## config.mk

```make
export PLATFORM = sky130hd
export DESIGN_NAME = waypoint_dwell_sequencer
export DESIGN_NICKNAME = d
export VERILOG_FILES = /design/src/sv/wds_pkg.sv /design/src/sv/wds_waypoint_store.sv /design/src/sv/wds_control.sv /design/src/sv/waypoint_dwell_sequencer.sv
export VERILOG_INCLUDE_DIRS = /design/src /design/src/sv
export SDC_FILE = /design/constraint.sdc
export NUM_CORES = 1
export LEC_CHECK = 0
export ABC_AREA = 1
export BUFFER_PORTS_ARGS = -buffer_cell sky130_fd_sc_hd__buf_2
export CELL_PAD_IN_SITES_DETAIL_PLACEMENT = 0
export CELL_PAD_IN_SITES_GLOBAL_PLACEMENT = 1
export CORE_AREA = 2 2 198 141
export DETAILED_ROUTE_END_ITERATION = 6
export DIE_AREA = 0 0 200 143
export PLACE_DENSITY = 0.93
export SLEW_MARGIN = 20
export SYNTH_ARGS = -nofsm -noshare
export SYNTH_HDL_FRONTEND = slang
export SYNTH_SLANG_ARGS = --single-unit
```

## constraint.sdc

```tcl
create_clock -name clock -period 13.5 [get_ports clock]
set_input_delay 2.025 -clock clock [delete_from_list [all_inputs] [get_ports clock]]
set_output_delay 2.025 -clock clock [all_outputs]
set_load 0.005 [all_outputs]
```

## src/sv/waypoint_dwell_sequencer_assert.svh

```systemverilog
// -----------------------------------------------------------------------------
// waypoint dwell sequencer assertion macros
// concurrent assertion wrappers, empty when SYNTH is defined
// -----------------------------------------------------------------------------
`ifndef WAYPOINT_DWELL_SEQUENCER_ASSERT_SVH
`define WAYPOINT_DWELL_SEQUENCER_ASSERT_SVH

`ifndef SYNTH
`define WDS_ASSERT(label, clk, rst, prop, msg) \
   label: assert property (@(posedge clk) disable iff (rst) prop) else $error(msg);
`define WDS_ASSERT_IMPL(label, clk, rst, ante, cons, msg) \
   label: assert property (@(posedge clk) disable iff (rst) (ante) |-> (cons)) \
      else $error(msg);
`else
`define WDS_ASSERT(label, clk, rst, prop, msg)
`define WDS_ASSERT_IMPL(label, clk, rst, ante, cons, msg)
`endif

`endif

```

## src/sv/wds_pkg.sv

```systemverilog
// -----------------------------------------------------------------------------
// wds_pkg
// shared types and constants of the waypoint dwell sequencer
// -----------------------------------------------------------------------------
package wds_pkg;

   localparam int MAX_WAYPOINTS         = 5;
   localparam int DEFAULT_NUM_WAYPOINTS = 5;
   localparam int WP_IDX_W              = 3;
   localparam int HOLD_W                = 16;
   localparam int COORD_W               = 8;
   localparam int WP_W                  = 2 * COORD_W;
   localparam int CSR_DATA_W            = 16;

   localparam logic [HOLD_W-1:0]  HOLD_TICKS_RESET = 16'd100;
   localparam logic [COORD_W-1:0] IMAGE_SIZE_RESET = 8'd240;

   typedef enum logic [1:0] {
      FUNC_TICK   = 2'd0,
      FUNC_START  = 2'd1,
      FUNC_STOP   = 2'd2,
      FUNC_PACKET = 2'd3
   } func_type;

   typedef enum logic [1:0] {
      LOAD_NONE   = 2'd0,
      LOAD_SET    = 2'd1,
      LOAD_UPDATE = 2'd2
   } load_type;

   typedef enum logic [0:0] {
      CSR_HOLD_TICKS = 1'b0,
      CSR_IMAGE_SIZE = 1'b1
   } csr_index_type;

   typedef struct packed {
      logic [1:0]         func;
      logic               reached;
      logic [COORD_W-1:0] x0;
      logic [COORD_W-1:0] y0;
      logic [COORD_W-1:0] x1;
      logic [COORD_W-1:0] y1;
      logic [COORD_W-1:0] x2;
      logic [COORD_W-1:0] y2;
      logic [COORD_W-1:0] x3;
      logic [COORD_W-1:0] y3;
      logic [COORD_W-1:0] x4;
      logic [COORD_W-1:0] y4;
   } req_type;

   typedef struct packed {
      logic                tracker_enable;
      logic                motors_stop;
      logic [1:0]          load_target;
      logic [COORD_W-1:0]  target_x;
      logic [COORD_W-1:0]  target_y;
      logic                run_tracking;
      logic                is_running;
      logic                is_finished;
      logic [WP_IDX_W-1:0] waypoint_index;
      logic                is_holding;
      logic                packet_accepted;
      logic                targets_loaded;
   } rsp_type;

   typedef logic [MAX_WAYPOINTS-1:0][WP_W-1:0] wp_set_type;

   typedef struct packed {
      logic                wr_en;
      logic [WP_IDX_W-1:0] rd_idx;
   } store_ctl_type;

endpackage

```

## src/sv/wds_waypoint_store.sv

```systemverilog
// -----------------------------------------------------------------------------
// wds_waypoint_store
// waypoint registers, whole set written by a packet, one entry read
// -----------------------------------------------------------------------------
module wds_waypoint_store
   import wds_pkg::*;
#(
   parameter int NUM_WAYPOINTS = DEFAULT_NUM_WAYPOINTS
) (
   input  logic          clock,
   input  store_ctl_type store_ctl,
   input  wp_set_type    wr_data,
   output logic [WP_W-1:0] rd_data
);

   localparam int IDX_W = (NUM_WAYPOINTS > 1) ? $clog2(NUM_WAYPOINTS) : 1;

   logic [WP_W-1:0] mem_ff [NUM_WAYPOINTS];

   always_ff @(posedge clock) begin
      if (store_ctl.wr_en) begin
         for (int i = 0; i < NUM_WAYPOINTS; i++) begin
            mem_ff[i] <= wr_data[i];
         end
      end
   end

   always_comb begin
      if (store_ctl.rd_idx < WP_IDX_W'(NUM_WAYPOINTS)) begin
         rd_data = mem_ff[store_ctl.rd_idx[IDX_W-1:0]];
      end else begin
         rd_data = '0;
      end
   end

endmodule

```

## src/sv/wds_control.sv

```systemverilog
// -----------------------------------------------------------------------------
// wds_control
// tour state registers and single pass next state and result logic
// -----------------------------------------------------------------------------
`include "waypoint_dwell_sequencer_assert.svh"

module wds_control
   import wds_pkg::*;
#(
   parameter int NUM_WAYPOINTS = DEFAULT_NUM_WAYPOINTS
) (
   input  logic               clock,
   input  logic               reset,
   input  logic               fire,
   input  req_type            item,
   input  logic [HOLD_W-1:0]  hold_ticks,
   input  logic [COORD_W-1:0] image_size,
   output store_ctl_type      store_ctl,
   output wp_set_type         wr_data,
   input  logic [WP_W-1:0]    rd_data,
   output rsp_type            result
);

   logic                sv_ff,   sv_in;
   logic                run_ff,  run_in;
   logic                ta_ff,   ta_in;
   logic                done_ff, done_in;
   logic                en_ff,   en_in;
   logic [WP_IDX_W-1:0] cw_ff,   cw_in;
   logic [HOLD_W-1:0]   dc_ff,   dc_in;

   logic [HOLD_W-1:0]   dc_dec;
   logic [WP_IDX_W:0]   cw_next_wide;
   logic                pkt_ok;
   logic                stop;
   load_type            load;
   logic [COORD_W-1:0]  tx;
   logic [COORD_W-1:0]  ty;
   logic                run_step;
   logic                acc;
   logic [WP_W-1:0]     pkt_sel;

   assign wr_data[0] = {item.x0, item.y0};
   assign wr_data[1] = {item.x1, item.y1};
   assign wr_data[2] = {item.x2, item.y2};
   assign wr_data[3] = {item.x3, item.y3};
   assign wr_data[4] = {item.x4, item.y4};

   assign dc_dec       = dc_ff - HOLD_W'(1);
   assign cw_next_wide = {1'b0, cw_ff} + (WP_IDX_W + 1)'(1);
   assign pkt_sel      = (cw_ff < WP_IDX_W'(MAX_WAYPOINTS)) ? wr_data[cw_ff] : '0;

   always_comb begin
      pkt_ok = 1'b1;
      for (int i = 0; i < MAX_WAYPOINTS; i++) begin
         if (i < NUM_WAYPOINTS) begin
            if (wr_data[i][WP_W-1:COORD_W] >= image_size ||
                wr_data[i][COORD_W-1:0] >= image_size) begin
               pkt_ok = 1'b0;
            end
         end
      end
   end

   always_comb begin
      if (item.func == FUNC_TICK && dc_ff != '0) begin
         store_ctl.rd_idx = cw_next_wide[WP_IDX_W-1:0];
      end else if (item.func == FUNC_START) begin
         store_ctl.rd_idx = '0;
      end else begin
         store_ctl.rd_idx = cw_ff;
      end
      store_ctl.wr_en = fire && item.func == FUNC_PACKET && pkt_ok;
   end

   always_comb begin
      sv_in    = sv_ff;
      run_in   = run_ff;
      ta_in    = ta_ff;
      done_in  = done_ff;
      en_in    = en_ff;
      cw_in    = cw_ff;
      dc_in    = dc_ff;
      stop     = 1'b0;
      load     = LOAD_NONE;
      tx       = '0;
      ty       = '0;
      run_step = 1'b0;
      acc      = 1'b0;
      case (item.func)
         FUNC_TICK: begin
            if (run_ff) begin
               if (dc_ff != '0) begin
                  en_in = 1'b0;
                  ta_in = 1'b0;
                  stop  = 1'b1;
                  dc_in = dc_dec;
                  if (dc_dec == '0) begin
                     if (cw_next_wide < (WP_IDX_W + 1)'(NUM_WAYPOINTS)) begin
                        cw_in = cw_next_wide[WP_IDX_W-1:0];
                        load  = LOAD_SET;
                        tx    = rd_data[WP_W-1:COORD_W];
                        ty    = rd_data[COORD_W-1:0];
                        en_in = 1'b1;
                        ta_in = 1'b1;
                     end else begin
                        done_in = 1'b1;
                        run_in  = 1'b0;
                     end
                  end
               end else if (!sv_ff || done_ff) begin
                  en_in = 1'b0;
                  ta_in = 1'b0;
                  stop  = 1'b1;
               end else begin
                  if (!ta_ff) begin
                     load  = LOAD_SET;
                     tx    = rd_data[WP_W-1:COORD_W];
                     ty    = rd_data[COORD_W-1:0];
                     en_in = 1'b1;
                     ta_in = 1'b1;
                  end
                  run_step = 1'b1;
                  if (item.reached) begin
                     en_in = 1'b0;
                     ta_in = 1'b0;
                     stop  = 1'b1;
                     dc_in = hold_ticks;
                  end
               end
            end
         end
         FUNC_START: begin
            run_in  = 1'b1;
            ta_in   = 1'b0;
            cw_in   = '0;
            done_in = 1'b0;
            dc_in   = '0;
            if (sv_ff) begin
               load  = LOAD_SET;
               tx    = rd_data[WP_W-1:COORD_W];
               ty    = rd_data[COORD_W-1:0];
               en_in = 1'b1;
               ta_in = 1'b1;
            end
         end
         FUNC_STOP: begin
            run_in = 1'b0;
            dc_in  = '0;
            en_in  = 1'b0;
            ta_in  = 1'b0;
            stop   = 1'b1;
         end
         default: begin
            if (pkt_ok) begin
               sv_in = 1'b1;
               acc   = 1'b1;
               if (run_ff && !done_ff && cw_ff < WP_IDX_W'(NUM_WAYPOINTS)) begin
                  load = LOAD_UPDATE;
                  tx   = pkt_sel[WP_W-1:COORD_W];
                  ty   = pkt_sel[COORD_W-1:0];
               end
            end
         end
      endcase
   end

   always_ff @(posedge clock) begin
      if (reset) begin
         sv_ff   <= 1'b0;
         run_ff  <= 1'b0;
         ta_ff   <= 1'b0;
         done_ff <= 1'b0;
         en_ff   <= 1'b0;
         cw_ff   <= '0;
         dc_ff   <= '0;
      end else if (fire) begin
         sv_ff   <= sv_in;
         run_ff  <= run_in;
         ta_ff   <= ta_in;
         done_ff <= done_in;
         en_ff   <= en_in;
         cw_ff   <= cw_in;
         dc_ff   <= dc_in;
      end
   end

   always_comb begin
      result.tracker_enable  = en_in;
      result.motors_stop     = stop;
      result.load_target     = load;
      result.target_x        = tx;
      result.target_y        = ty;
      result.run_tracking    = run_step;
      result.is_running      = run_in;
      result.is_finished     = done_in;
      result.waypoint_index  = cw_in;
      result.is_holding      = (dc_in != '0);
      result.packet_accepted = acc;
      result.targets_loaded  = sv_in;
   end

   `WDS_ASSERT_IMPL(a_dwell_in_tour, clock, reset, dc_ff != '0, run_ff, "dwell outside a tour")
   `WDS_ASSERT_IMPL(a_done_not_running, clock, reset, done_ff, !run_ff, "finished tour still running")
   `WDS_ASSERT(a_enable_tracks, clock, reset, en_ff == ta_ff, "enable level and tracking differ")
   `WDS_ASSERT(a_index_range, clock, reset, cw_ff < WP_IDX_W'(NUM_WAYPOINTS), "waypoint index out of range")
   `WDS_ASSERT(a_store_marks_valid, clock, reset, store_ctl.wr_en |=> sv_ff, "store written but not valid")

endmodule

```

## src/sv/waypoint_dwell_sequencer.sv

```systemverilog
// -----------------------------------------------------------------------------
// waypoint_dwell_sequencer
// steps a tracker through stored waypoints with a dwell at each one
// -----------------------------------------------------------------------------
// req_* carries one item per transaction (tick, start, stop or target packet);
// rsp_* returns exactly one result per item, in order. both channels move a
// transaction when valid is high and stall is low.
// an item is registered at acceptance and its result is registered in the
// output register when that item fires, which a held result can delay.
// one item per cycle is sustained while rsp_stall is low; the only loop is the
// tour state update, which closes between the input and result registers.
// when rsp_stall holds a result, one more item waits in the input register
// and req_stall rises only once that register is also full.
// csr_* writes hold_ticks (index 0) or image_size (index 1); csr_ready is
// always high. write only while no transaction is in flight.
// reset (synchronous, active high) empties both registers, returns the
// registers to 100 and 240 and clears all tour state; stored waypoints read
// as unknown until a packet is accepted.
// -----------------------------------------------------------------------------
module waypoint_dwell_sequencer
   import wds_pkg::*;
#(
   parameter int NUM_WAYPOINTS = DEFAULT_NUM_WAYPOINTS
) (
   input  logic                  clock,
   input  logic                  reset,
   input  logic                  req_valid,
   output logic                  req_stall,
   input  req_type               req_data,
   output logic                  rsp_valid,
   input  logic                  rsp_stall,
   output rsp_type               rsp_data,
   input  logic                  csr_valid,
   output logic                  csr_ready,
   input  logic [0:0]            csr_index,
   input  logic [CSR_DATA_W-1:0] csr_wdata
);

   logic               in_valid_ff;
   req_type            in_data_ff;
   logic               out_valid_ff;
   rsp_type            out_data_ff;
   logic [HOLD_W-1:0]  hold_ticks_ff;
   logic [COORD_W-1:0] image_size_ff;

   logic               fire;
   logic               req_take;
   store_ctl_type      store_ctl;
   wp_set_type         wr_data;
   logic [WP_W-1:0]    rd_data;
   rsp_type            result;

   assign fire      = in_valid_ff && (!out_valid_ff || !rsp_stall);
   assign req_stall = in_valid_ff && !fire;
   assign req_take  = req_valid && !req_stall;
   assign rsp_valid = out_valid_ff;
   assign rsp_data  = out_data_ff;
   assign csr_ready = 1'b1;

   always_ff @(posedge clock) begin
      if (reset) begin
         in_valid_ff  <= 1'b0;
         out_valid_ff <= 1'b0;
      end else begin
         if (req_take) begin
            in_valid_ff <= 1'b1;
         end else if (fire) begin
            in_valid_ff <= 1'b0;
         end
         if (fire) begin
            out_valid_ff <= 1'b1;
         end else if (!rsp_stall) begin
            out_valid_ff <= 1'b0;
         end
      end
   end

   always_ff @(posedge clock) begin
      if (req_take) begin
         in_data_ff <= req_data;
      end
      if (fire) begin
         out_data_ff <= result;
      end
   end

   always_ff @(posedge clock) begin
      if (reset) begin
         hold_ticks_ff <= HOLD_TICKS_RESET;
         image_size_ff <= IMAGE_SIZE_RESET;
      end else if (csr_valid && csr_ready) begin
         case (csr_index)
            CSR_HOLD_TICKS: hold_ticks_ff <= csr_wdata[HOLD_W-1:0];
            CSR_IMAGE_SIZE: image_size_ff <= csr_wdata[COORD_W-1:0];
            default: begin
            end
         endcase
      end
   end

   wds_control #(
      .NUM_WAYPOINTS (NUM_WAYPOINTS)
   ) u_control (
      .clock      (clock),
      .reset      (reset),
      .fire       (fire),
      .item       (in_data_ff),
      .hold_ticks (hold_ticks_ff),
      .image_size (image_size_ff),
      .store_ctl  (store_ctl),
      .wr_data    (wr_data),
      .rd_data    (rd_data),
      .result     (result)
   );

   wds_waypoint_store #(
      .NUM_WAYPOINTS (NUM_WAYPOINTS)
   ) u_store (
      .clock     (clock),
      .store_ctl (store_ctl),
      .wr_data   (wr_data),
      .rd_data   (rd_data)
   );

endmodule
```

Word-level counts from Yosys, hierarchy flattened
Memory sizes are Yosys's and may differ from the RTL's.
Index checks and enable logic that the tools add are counted.
{"block": "word_totals", "output_inout_bits": 32, "wordCells": 183, "in_bits": 105, "ram_bits": 80, "reg_bits": 162, "mem_count": 1}
{"name": "u_store.mem_ff", "words": 5, "width": 16, "read_ports": 1, "rd_ports_with_merged_regs": 0, "write_ports": 5, "line_no": "wds_waypoint_store.sv:18", "rtl": "logic [WP_W-1:0] mem_ff [NUM_WAYPOINTS];"}
{"block": "op_classes", "n_lt_le_gt_ge": 14, "addsub": 2, "n_reduce_logical": 33, "n_mux": 90, "bitwise_logic": 3, "eq_ne": 5}
{"op": "2-to-1 mux 8 bit", "count": 18}
{"op": "2-to-1 mux 16 bit", "count": 7}
{"op": ">= comparator 8 bit", "count": 10}
{"op": "binary-select mux 16 bit (select 3 bit)", "count": 1}
{"op": "one-hot mux 8 bit (3 select lines)", "count": 2}
{"op": "2-to-1 mux 1 bit", "count": 42}
{"op": "one-hot mux 16 bit (2 select lines)", "count": 1}
{"op": "nonzero test 16 bit", "count": 2}
{"op": "2-to-1 mux 3 bit", "count": 6}
{"op": "logical NOT 16 bit", "count": 1}
{"op": "subtractor 16 x 1 -> 16 bit (second input constant)", "count": 1}
{"op": "2-to-1 mux 2 bit", "count": 6}
{"op": "one-hot mux 1 bit (3 select lines)", "count": 3}
{"op": "logical AND 1 bit", "count": 8}
{"op": "logical OR 1 bit", "count": 7}
{"op": "logical NOT 1 bit", "count": 6}
{"op": "less-than comparator 3 bit (second input constant)", "count": 2}
{"op": "one-hot mux 2 bit (3 select lines)", "count": 1}
{"op": "one-hot mux 3 bit (2 select lines)", "count": 1}
{"op": "OR reduction 3 bit", "count": 2}
{"op": "adder 3 x 1 -> 4 bit (second input constant)", "count": 1}
{"op": "equality test 2 bit (second input constant)", "count": 2}
{"op": "less-than comparator 3 x 4 -> 1 bit (second input constant)", "count": 1}
{"op": "less-than comparator 4 x 3 -> 1 bit (second input constant)", "count": 1}
{"op": "other kinds (10)", "count": 15}

Logic depth before layout (Yosys ltp)
Gate-level depths: netlist (run 1).
{"block": "depth", "word_depth": 10, "mapped_depth": 19, "ltp_nobuf": 18}

Cells and area by module
Synthesis (run 1) repeated with hierarchy kept, for this count alone.
{"block": "unflattened", "hier_cells": 1646, "hier_area_um2": 14181.1}
{"mod": "wds_control", "cells_each": 1143, "area_per_inst_um2": 6561.3, "seq_area_each_um2": 480.5, "n_inst": 1}
{"mod": "waypoint_dwell_sequencer", "cells_each": 261, "area_per_inst_um2": 4415.5, "seq_area_each_um2": 3883.7, "n_inst": 1}
{"mod": "wds_waypoint_store", "cells_each": 242, "area_per_inst_um2": 3204.3, "seq_area_each_um2": 2402.3, "n_inst": 1}

Worst setup path after synthesis (run 1)
OpenSTA, ideal clock, no wires.
{"block": "synth_timing", "path_type": "input-to-reg", "from": "input rsp_stall", "to": "memory u_store.mem_ff[0][0] (netlist name), enable pin", "stages": 6, "t_arrival_ns": 6.138, "setup_time_ns": 0.519, "slack_ns": 6.844, "path_buffers": 1, "required_ns": 12.981, "cell_sequence": "nand2_1 -> inv_1 -> nor2_1 -> clkinv_1 -> clkbuf_1 -> nor2_1"}
{"element": "start: declaration", "line_no": "waypoint_dwell_sequencer.sv:31", "rtl": "input logic rsp_stall,"}
{"element": "end: declaration", "line_no": "wds_waypoint_store.sv:18"}

Final worst setup path (run 1)
{"block": "layout_timing", "from": "input rsp_stall", "to": "output req_stall"}
{"block": "layout_between", "elab_chain_cells": 5}
{"element": "logical NOT 1 bit"}
{"element": "logical OR 1 bit", "line_no": "waypoint_dwell_sequencer.sv:53", "rtl": "assign fire = in_valid_ff && (!out_valid_ff || !rsp_stall);"}
{"element": "logical AND 1 bit", "line_no": "waypoint_dwell_sequencer.sv:53"}
{"element": "logical NOT 1 bit", "line_no": "waypoint_dwell_sequencer.sv:54", "rtl": "assign req_stall = in_valid_ff && !fire;"}
{"element": "logical AND 1 bit", "line_no": "waypoint_dwell_sequencer.sv:54"}
{"element": "end: declaration", "line_no": "waypoint_dwell_sequencer.sv:28", "rtl": "output logic req_stall,"}
Every way passes these cells.

==> reports/metrics.cfg, run 1 <==
[run_status]
outcome = completed

[sta]
fmax_mhz = 225
layout_setup_ws_ns = 9.06
fin_crit_ns = 4.44
fin_crit_sh_pct = 32.9
finClkSkew_ns = 0.0306
hold_viol = 0
setup_viol = 0
maxSlewViolCount = 0
slew_headroom_pct = 29.3
rsz0062_at_grt = false
max_slew.worst_pin.slew_ns = 1.05
tns_ns = 0

[critical_path]
path_cells = buf_2 > nand2_1 > nor2_1 > buf_2
path_class = input pin to output port
critical_path_arrival_ns = 2.42
crit_fanout = 3
timing.rr.start = u_control.dc_ff[0]
cp.required_ns = 11.48
cp_slowest_cell = buf_2
reg2reg_slack_ns = 9.46
ff2ff_path_depth = 13
reg2reg_to = rsp_data[16]
critPathTopFamily = buffers and inverters
cp_num_buf_inv = 2
cpPeakStageDelay_ns = 0.13
critical_path.most_common_cell = buf_2
startpoint_type = input pin
cp-end-kind = output port

[clocking]
clock-root-buffer = clkbuf_16
post_cts_buffers = 0
cts_made_buffers = 25
cts_resized = 0
cts_tree = yes
clock_sinks = 242
cts_htree_levels = 1
clockBufferDepth = 3
clkLatencyLatePin_ns = 0.56
path_clk_slew_ns = 0.06
cts_hold_buf = 0

[synth]
yosys.cell_types.count = 47
synth_warnings = 0
syn_nets = 1613
synthFlopType = edfxtp_1
ys_seq_area_share_pct = 52.3
async_flop_share_pct = 0
synth_edf_count = 192
netlist_instances = 1420
synth.cell_area_um2 = 12900
avgSynthCellArea_um2 = 9.11
ys_seq_elements = 242

[detailed_routing]
dr.pass1.iters = 5
ant_nets = 0
drt_iter0_drc = 1402
avgRoutedWirePerCell_um = 19.8
viasPerCell = 5.67
drc = 0
vias = 10900
wirelength_um = 38200

[power_and_ir_drop]
p_leak_nw = 6.45
ir_drop_v = 0.0000953
p_per_area_nw_per_um2 = 125

[final_layout]
final_cells = 1926
final_nets = 1738
seq_area_um2 = 6770
area_delta_synth_final_pct = 13.5
fillCellCount = 2409
drive_gt1_share_pct = 13.6
multi_input_area_um2 = 5410

[die]
initial_core_util_pct = 48.6
dieWidth_um = 200
design.core.area_um2 = 26600
die_area_um2 = 28600
rows = 50
ioPinCount = 137
die_y_um = 143

[global_routing]
grt_start_max_net_pins = 84
grt_pass1_wl_um = 57100
track_usage_pct = 27.0
grt_overflow = 0
antenna_found_initial = 2
grt_pass1_vias = 9979

[placed_design]
finalWeightedCongestion = 0.928
dp_cells = 1882
post-place-ws_ns = 9.05
dp_hpwl_um = 27100
port_buffers = 135

[job]
cap_violations = 0

[worst_hold_path]
holdPathEnd = u_store.mem_ff[0][0]
hold_class = flop to flop
holdPathStages = 0
hp-start = in_data_ff[64]

==> worst register-to-register path: stages (launching register included) <==
cell	delay [ns]
dfxtp_1	0.36
inv_1	0.17
ha_1	0.24
nand3_1	0.07
nor2_1	0.05
nand2_2	0.26
nand2_4	0.14
o21ai_4	0.82
inv_2	0.59
nor3_4	0.75
nand2_1	0.11
nand2_1	0.10
nand2_1	0.05
nand2_1	0.14
==> cells in the mapped netlist, types with 8 or more instances <==
| cell | count | share of area, % |
|---|---|---|
| o211ai_1 | 9 | 0.52 |
| ha_1 | 88 | 8.5 |
| a31oi_1 | 19 | 0.92 |
| nand3_1 | 102 | 3.9 |
| inv_1 | 140 | 4.1 |
| a21oi_1 | 75 | 2.9 |
| nor2_1 | 146 | 4.2 |
| nand4_1 | 18 | 0.87 |
| a21boi_0 | 9 | 0.52 |
| edfxtp_1 | 192 | 45 |
| o22ai_1 | 11 | 0.53 |
| a311oi_1 | 15 | 1.0 |
| clkbuf_1 | 30 | 0.87 |
| buf_2 | 10 | 0.39 |
| nand2_2 | 8 | 0.39 |
| o21ai_0 | 113 | 4.4 |
| nand2_1 | 305 | 8.9 |
| dfxtp_1 | 50 | 7.7 |
==> layout by cell type, fill, tap and decap left out, drive strengths merged <==
master	instances
o21bai	3
edfxtp	192
or2	2
o2111ai	1
diode	1
a21o	6
bufinv	1
inv	144
a31oi	19
nand2	315
clkinv	16
o22ai	12
nor2	156
nand4	18
o21ba	1
a21oi	75
nand3	103
nor3b	2
a22oi	7
ha	88
buf	145
o21ai	118
xor2	5
o21a	6
nor3	5
a311oi	15
o211ai	9
conb	1
clkbuf	32
a221oi	1
dfxtp	50
nor4	3
a21boi	9
clkinvlp	1
==> worst max-delay path by stage <==
stage,startpoint,endpoint,slack (ns),cells after the start
after CTS,rsp_stall,req_stall,9.05,4
after detailed placement,rsp_stall,u_store.mem_ff[0][1],9.05,8
final,rsp_stall,req_stall,9.06,4
after global routing,rsp_stall,req_stall,8.97,4
after floorplan,rsp_stall,u_store.mem_ff[0][0],6.84,6
after global placement,rsp_stall,req_stall,9.06,4
==> registers in the layout (all words and copies together), names as in the netlist <==
name and flops:
u_store.mem_ff 80, u_control.run_ff 1, u_control.sv_ff 1, u_control.ta_ff 1, rsp_data 29, u_control.en_ff 1
in_valid_ff 1, in_data_ff 83, u_control.dc_ff 16, rsp_valid 1, hold_ticks_ff 16, u_control.cw_ff 3
u_control.done_ff 1, image_size_ff 8
==> kinds of logic (layout without fill, tap and decap cells) <==
family,Yosys count,in the layout,share of synthesized area (%)
AND/OR/NAND/NOR,604,604,19.9
XOR/XNOR,5,5,0.397
buffers and inverters,198,339,6.05
AO/OA/AOI/OAI,282,282,12.8
adder cells (fa/ha/maj),88,88,8.51
flip-flops,242,242,52.3
other,1,2,0.0290
==> cell type report <==
cell class / instances / area share (%)
Clock inverter: 11 / 0.537
Tap cell: 364 / 3.10
Inverter: 151 / 3.87
Antenna cell: 1 / 0.0170
Timing Repair Buffer: 145 / 5.14
Multi-Input combinational cell: 980 / 36.8
Sequential cell: 242 / 46.1
Clock buffer: 32 / 4.44
==> where the power goes <==
part / leakage (nW) / internal (mW) / switching [mW]
registers: 2.22 / 0.841 / 0.0309
clock network: 0.352 / 0.358 / 0.288
logic: 3.88 / 0.104 / 0.211
==> stage by stage <==
stage               util, %  area [um^2]  power [mW]  hold slack [ns]
floorplan                 -        12900        1.08            0.426
global placement       52.5        13900        1.18            0.452
detailed placement     52.5        13900        1.19            0.457
CTS                    55.2        14700        1.83            0.472
global route           55.2        14700        1.90            0.490
finish                 55.2        14700        1.83            0.464
==> layer usage <==
| layer | track usage, % | vias up | routed length [um] |
|---|---|---|---|
| li1 | - | 5171 | - |
| met1 | 40.7 | 5063 | 17200 |
| met2 | 36.7 | 593 | 14900 |
| met3 | 8.62 | 83 | 5090 |
| met5 | 0 | - | 9 |
| met4 | 7.56 | 2 | 915 |
Power figures use the tool's default switching activity.
==> run 2, diff against run 1 <==
--- a/config.mk
+++ b/config.mk
@@ -10,10 +10,10 @@
 export BUFFER_PORTS_ARGS = -buffer_cell sky130_fd_sc_hd__buf_2
 export CELL_PAD_IN_SITES_DETAIL_PLACEMENT = 0
 export CELL_PAD_IN_SITES_GLOBAL_PLACEMENT = 1
-export CORE_AREA = 2 2 198 141
+export CORE_AREA = 2 2 204 146
 export DETAILED_ROUTE_END_ITERATION = 6
-export DIE_AREA = 0 0 200 143
-export PLACE_DENSITY = 0.93
+export DIE_AREA = 0 0 206 148
+export PLACE_DENSITY = 0.88
 export SLEW_MARGIN = 20
 export SYNTH_ARGS = -nofsm -noshare
 export SYNTH_HDL_FRONTEND = slang
==> constraint.sdc (replaced) <==
create_clock -name clock -period 4.3 [get_ports clock]
set_input_delay 0.645 -clock clock [delete_from_list [all_inputs] [get_ports clock]]
set_output_delay 0.645 -clock clock [all_outputs]
set_load 0.005 [all_outputs]
==> run 2 against run 1 <==
Net effect:
- largest power group unchanged
- via count down 0.93%
- worst setup slack worse by 8.3 ns
- first-iteration DRC count fell by 27%
- wire length up 4.0%
- sequential cell count is the same
- critical path type is now flop to flop
- register-to-register slack got worse by 8.7 ns
- total power grew to 3.2 times the previous value
- count of clock-buffer cells in the layout unchanged
- clock skew down 0.013 ns
==> reports/metrics.cfg, run 2 (synthesized netlist as in run 1, its figures left out) <==
[run_status]
outcome = completed  ; unchanged

[worst_hold_path]
holdPathEnd = in_data_ff[28]  ; was u_store.mem_ff[0][0]
holdPathStages = 1  ; was 0
hp-start = req_data[28]  ; was in_data_ff[64]
hold_class = input pin to flop  ; was flop to flop

[placed_design]
post-place-ws_ns = 0.855  ; was 9.05 ns
place_area_um2 = 14000  ; was 13900 um^2
finalWeightedCongestion = 0.947  ; was 0.928
dp_hpwl_um = 28800  ; was 27100 um
port_buffers = 135  ; unchanged

[global_routing]
grt_pass1_wl_um = 58800  ; was 57100 um
grt_start_max_net_pins = 84  ; unchanged
grt_pass1_vias = 9763  ; was 9979
grt_overflow = 0  ; unchanged
track_usage_pct = 26.0  ; was 27.0%
antenna_found_initial = 0  ; was 2

[clocking]
clock-root-buffer = clkbuf_16  ; unchanged
post_cts_buffers = 0  ; unchanged
cts_resized = 0  ; unchanged
cts_htree_levels = 1  ; unchanged
cts_hold_buf = 0  ; unchanged
cts_tree = yes  ; unchanged
clock_sinks = 242  ; unchanged
path_clk_slew_ns = 0.07  ; was 0.06 ns
cts_made_buffers = 25  ; unchanged
clkLatencyLatePin_ns = 0.54  ; was 0.56 ns
clockBufferDepth = 3  ; unchanged

[detailed_routing]
viasPerCell = 5.54  ; was 5.67
vias = 10800  ; was 10.9k
dr.max_layer_used = met4  ; was met5
drt_iter0_drc = 1024  ; was 1402
wl_met2_um = 15700  ; was 14900 um
met3_length_um = 4610  ; was 5090 um
wirelength_um = 39700  ; was 38200 um
met1Wirelength_um = 18700  ; was 17200 um
dr.pass1.iters = 6  ; was 5
drc = 0  ; unchanged
ant_nets = 0  ; unchanged
avgRoutedWirePerCell_um = 20.3  ; was 19.8 um

[die]
initial_core_util_pct = 45.4  ; was 48.6%
die_area_um2 = 30500  ; was 28600 um^2
design.core.area_um2 = 28500  ; was 26600 um^2
rows = 52  ; was 50
dieWidth_um = 206  ; was 200 um
ioPinCount = 137  ; unchanged
die_y_um = 148  ; was 143 um

[critical_path]
startpoint_type = flop  ; was input pin
timing.rr.start = image_size_ff[0]  ; was u_control.dc_ff[0]
crit_start = image_size_ff[0]  ; was rsp_stall
reg2reg_slack_ns = 0.73  ; was 9.46 ns
critical_path_arrival_ns = 3.73  ; was 2.42 ns
ff2ff_path_depth = 11  ; was 13
crit_fanout = 48  ; was 3
cp.required_ns = 4.47  ; was 11.48 ns
path_class = flop to flop  ; was input pin to output port
reg2reg_to = u_store.mem_ff[0][2]  ; was rsp_data[16]
cp-end-kind = flop  ; was output port

[sta]
max_slew.worst_pin.slew_ns = 0.909  ; was 1.05 ns
maxSlewViolCount = 0  ; unchanged
fin_crit_ns = 3.57
slew_headroom_pct = 39.3  ; was 29.3%
hold_viol = 0  ; unchanged
holdWs_ns = 0.281  ; was 0.464 ns
tns_ns = 0  ; unchanged
fin_crit_sh_pct = 82.9
finClkSkew_ns = 0.0180  ; was 0.0306 ns
setup_viol = 0  ; unchanged
fmax_mhz = 280
rsz0062_at_grt = false  ; unchanged
layout_setup_ws_ns = 0.734  ; was 9.06 ns

[power_and_ir_drop]
power_frac_seq_pct = 46.0  ; was 47.6%
comb_power_share_pct = 16.9  ; was 17.2%
p_clk_share_pct = 37.1  ; was 35.2%
ir_drop_v = 0.000266  ; was 0.0000953 V
p_leak_nw = 6.53  ; was 6.45 nW
switchingPower_mw = 1.70  ; was 530 uW
p_per_area_nw_per_um2 = 401  ; was 125 nW/um^2
intPower_mw = 4.25  ; was 1.30 mW
p_sw_share_pct = 28.6  ; was 28.9%

[final_layout]
final_cell_mix = nand2_1 (305), edfxtp_1 (192), nor2_1 (144)  ; unchanged
final_nets = 1747  ; was 1738
diodes = 0  ; was 1
top_register = in_data_ff  ; unchanged
area_delta_synth_final_pct = 14.8  ; was 13.5%
fin_area_um2 = 14800  ; was 14700 um^2
final_common_cell = nand2_1  ; unchanged
largest_reg_flops = 83  ; unchanged
drive_gt1_share_pct = 14.6  ; was 13.6%

[job]
cap_violations = 0  ; unchanged

-- run 2: layout make-up --
cell class	instances	area, um^2
Clock inverter	13	158
Clock buffer	32	662
Tap cell	378	473
Inverter	151	568
Multi-Input combinational cell	980	5400
Fill cell	2619	13600
Sequential cell	242	6770
Timing Repair Buffer	154	822
-- run 2: worst max-delay path, cell delays in order (launching register included) --
cell and delay [ns]:
dfxtp_1 0.80, ha_1 0.38, o21a_1 0.19, o21a_1 0.16, o21ai_0 0.14, a21oi_1 0.09, o21ai_0 0.31, nand2_1 0.10
nor2_1 0.12, nand2_1 0.20, nor2_4 0.15, buf_4 0.52
-- run 2: how the worst max path moves through the flow --
stage,endpoint,cells past startpoint
2_1_floorplan,u_store.mem_ff[0][0],11
3_3_place_gp,u_store.mem_ff[0][3],11
3_5_place_dp,u_store.mem_ff[0][3],11
4_1_cts,u_store.mem_ff[0][3],11
5_1_grt,u_store.mem_ff[1][1],15
6_report,u_store.mem_ff[0][2],11
-- run 2: metal layers --
layer / track usage [%] / up-vias
met1: 41.3 / 5026
met2: 35.8 / 556
met3: 6.08 / 52
li1: - / 5177
met4: 5.14 / 0
met5: 0 / -
-- run 2: stage by stage --
stage / total power [mW] / utilization [%] / std cells
floorplan: 3.40 / - / 1420
global placement: 3.74 / 49.2 / 1905
detailed placement: 3.76 / 49.2 / 1905
CTS: 5.96 / 52.1 / 1950
global route: 6.20 / 52.1 / 1950
finish: 5.95 / 52.1 / 1950
-- run 2: power by group through the flow --
| stage | sequential, mW | clock (mW) | combinational (mW) |
|---|---|---|---|
| after floorplan | 2.74 | 0 | 0.659 |
| after global placement | 2.78 | 0 | 0.964 |
| after detailed placement | 2.78 | 0 | 0.979 |
| after CTS | 2.73 | 2.24 | 0.986 |
| after global routing | 2.74 | 2.34 | 1.12 |
| final | 2.73 | 2.21 | 1.01 |
==> run 3, diff against run 2 <==
==> constraint.sdc (replaced) <==
create_clock -name clock -period 3.4 [get_ports clock]
set_input_delay 0.51 -clock clock [delete_from_list [all_inputs] [get_ports clock]]
set_output_delay 0.51 -clock clock [all_outputs]
set_load 0.005 [all_outputs]
==> run 3 against run 2 <==
Net effect:
- sequential share of layout area down 0.34 points
- worst setup slack got worse by 0.30 ns
- largest power group unchanged
- hold slack got worse by 0.14 ns
- highest routed layer is now met5
- die area stayed put
- maximum frequency grew 20%
- wire length shrank 0.61%
==> reports/metrics.cfg, run 3 (synthesized netlist as in run 1, its figures left out) <==
[placed_design]
dp_hpwl_um = 29500  ; was 28800 um
dp_cells = 1922  ; was 1905
finalWeightedCongestion = 1.01  ; was 0.947
port_buffers = 135  ; unchanged
post-place-ws_ns = 0.553  ; was 0.855 ns

[detailed_routing]
drc = 0  ; unchanged
wirelength_um = 39400  ; was 39700 um
dr.pass1.iters = 5  ; was 6
vias = 10800  ; about the same
avgRoutedWirePerCell_um = 20.0  ; was 20.3 um
viasPerCell = 5.51  ; was 5.54
drt_iter0_drc = 1247  ; was 1024
ant_nets = 0  ; unchanged

[power_and_ir_drop]
p_leak_nw = 6.60  ; was 6.53 nW
p_per_area_nw_per_um2 = 496  ; was 401 nW/um^2
ir_drop_v = 0.000423  ; was 0.000266 V

[worst_hold_path]
hold_class = input pin to flop  ; unchanged

[critical_path]
path_class = flop to flop  ; unchanged
path_cells = inv_1 > ha_1 > nand2_1 > xor2_1 > nor2_1 > nand2_1 > nor2_1 > nand2_1 > nor2_4 > nand2_2 > o21ai_2 > nand2_2 > o21ai_4 > nand2_1 > nand2_1  ; was ha_1 > o21a_1 > o21a_1 > o21ai_0 > a21oi_1 > o21ai_0 > nand2_1 > nor2_1 > nand2_1 > nor2_4 > buf_4
startpoint_type = flop  ; unchanged
cp.required_ns = 3.78  ; was 4.47 ns
critical_path_arrival_ns = 3.34  ; was 3.73 ns
critical_path.most_common_cell = nand2_1
cp_slowest_cell = ha_1  ; was dfxtp_1
cp-end-kind = flop  ; unchanged
cpPeakStageDelay_ns = 0.37  ; was 0.80 ns
crit_fanout = 17  ; was 48

[clocking]
clkLatencyLatePin_ns = 0.55  ; was 0.54 ns
cts_tree = yes  ; unchanged
cts_htree_levels = 1  ; unchanged
path_clk_slew_ns = 0.06  ; was 0.07 ns
clockBufferDepth = 3  ; unchanged
clock-root-buffer = clkbuf_16  ; unchanged
post_cts_buffers = 0  ; unchanged
clock_sinks = 242  ; unchanged
cts_hold_buf = 0  ; unchanged
cts_resized = 0  ; unchanged
cts_made_buffers = 25  ; unchanged

[sta]
hold_viol = 0  ; unchanged
tns_ns = 0  ; unchanged
max_slew.worst_pin.slew_ns = 0.896  ; was 0.909 ns
finClkSkew_ns = 0.0296  ; was 0.0180 ns
fin_crit_ns = 2.96  ; was 3.57 ns
fin_crit_sh_pct = 87.1  ; was 82.9%
fmax_mhz = 338  ; was 280 MHz
holdWs_ns = 0.144  ; was 0.281 ns
layout_setup_ws_ns = 0.437  ; was 0.734 ns
slew_headroom_pct = 39.6  ; was 39.3%
maxSlewViolCount = 0  ; unchanged
setup_viol = 0  ; unchanged
rsz0062_at_grt = false  ; unchanged

[global_routing]
track_usage_pct = 26.2  ; was 26.0%
grt_start_max_net_pins = 51  ; was 84
grt-busiest-layer = met1  ; unchanged
grt_util_met1_pct = 41.7  ; was 41.3%
grt_pass1_wl_um = 59100  ; was 58800 um
met3_usage_pct = 6.37  ; was 6.08%
grt_util_met2_pct = 35.6  ; was 35.8%
grt_overflow = 0  ; unchanged
grt_pass1_vias = 9817  ; was 9763
antenna_found_initial = 1  ; was 0

[run_status]
outcome = completed  ; unchanged

[final_layout]
final_common_cell = nand2_1  ; unchanged
multi_input_area_um2 = 5400  ; unchanged
seq_area_um2 = 6770  ; unchanged
area_delta_synth_final_pct = 15.7  ; was 14.8%
drive_gt1_share_pct = 15.6  ; was 14.6%
final_cell_mix = nand2_1 (305), edfxtp_1 (192), nor2_1 (144)  ; unchanged
final_nets = 1764  ; was 1747
fillCellCount = 2630  ; was 2619
diodes = 0  ; unchanged
largest_reg_flops = 83  ; unchanged
final_cells = 1967  ; was 1950
top_register = in_data_ff  ; unchanged

[die]
initial_core_util_pct = 45.4  ; unchanged
ioPinCount = 137  ; unchanged
die_area_um2 = 30500  ; unchanged
die_y_um = 148  ; unchanged
design.core.area_um2 = 28500  ; unchanged
dieWidth_um = 206  ; unchanged
rows = 52  ; unchanged

[job]
cap_violations = 0  ; unchanged

-- run 3: final cells by class --
| cell class | count | share of cell area, % |
|---|---|---|
| clock buffers | 28 | 4.26 |
| clock inverters | 17 | 0.979 |
| inverters | 151 | 3.80 |
| multi-input cells | 980 | 36.1 |
| flip-flops and latches | 242 | 45.2 |
| well taps | 378 | 3.16 |
| repair buffers | 171 | 6.49 |
-- run 3: where the power goes --
part,internal [mW],switching (mW)
Combinational,0.441,0.867
Sequential,3.34,0.114
Clock,1.50,1.17
-- run 3: per-stage QoR --
step,power [mW],util [%],cell area (um^2)
3_5_place_dp,4.78,49.7,14200
4_1_cts,7.44,52.5,15000
6_report,7.43,52.5,15000
3_3_place_gp,4.76,49.7,14200
2_1_floorplan,4.30,-,12900
5_1_grt,7.75,52.5,15000
-- run 3: per-layer routing --
layer / share of wire (%) / vias to the layer above
li1: - / 5224
met1: 46 / 4991
met2: 39 / 570
met3: 13 / 52
met4: 1.9 / 4
met5: 0.11 / -
-- run 3: critical path: cells and delay by family (launching register included) --
kind | cells | cell delay, ns
AOI/OAI and AO/OA | 2 | 0.32
xor gates and xnor gates | 1 | 0.21
adders and majority gates | 1 | 0.37
buffers and inverters | 1 | 0.26
DFF | 1 | 0.32
and+or+nand+nor | 10 | 1.30
-- run 3: path summary, 6_finish.rpt --
kind	start	end	slack, ns	cells past startpoint
hold reg to reg	in_data_ff[72]	u_store.mem_ff[0][8]	0.46	0
setup reg to reg	u_control.dc_ff[0]	rsp_data[19]	0.44	15
hold / removal	req_data[20]	in_data_ff[20]	0.14	1
setup / recovery	u_control.dc_ff[0]	rsp_data[19]	0.44	15
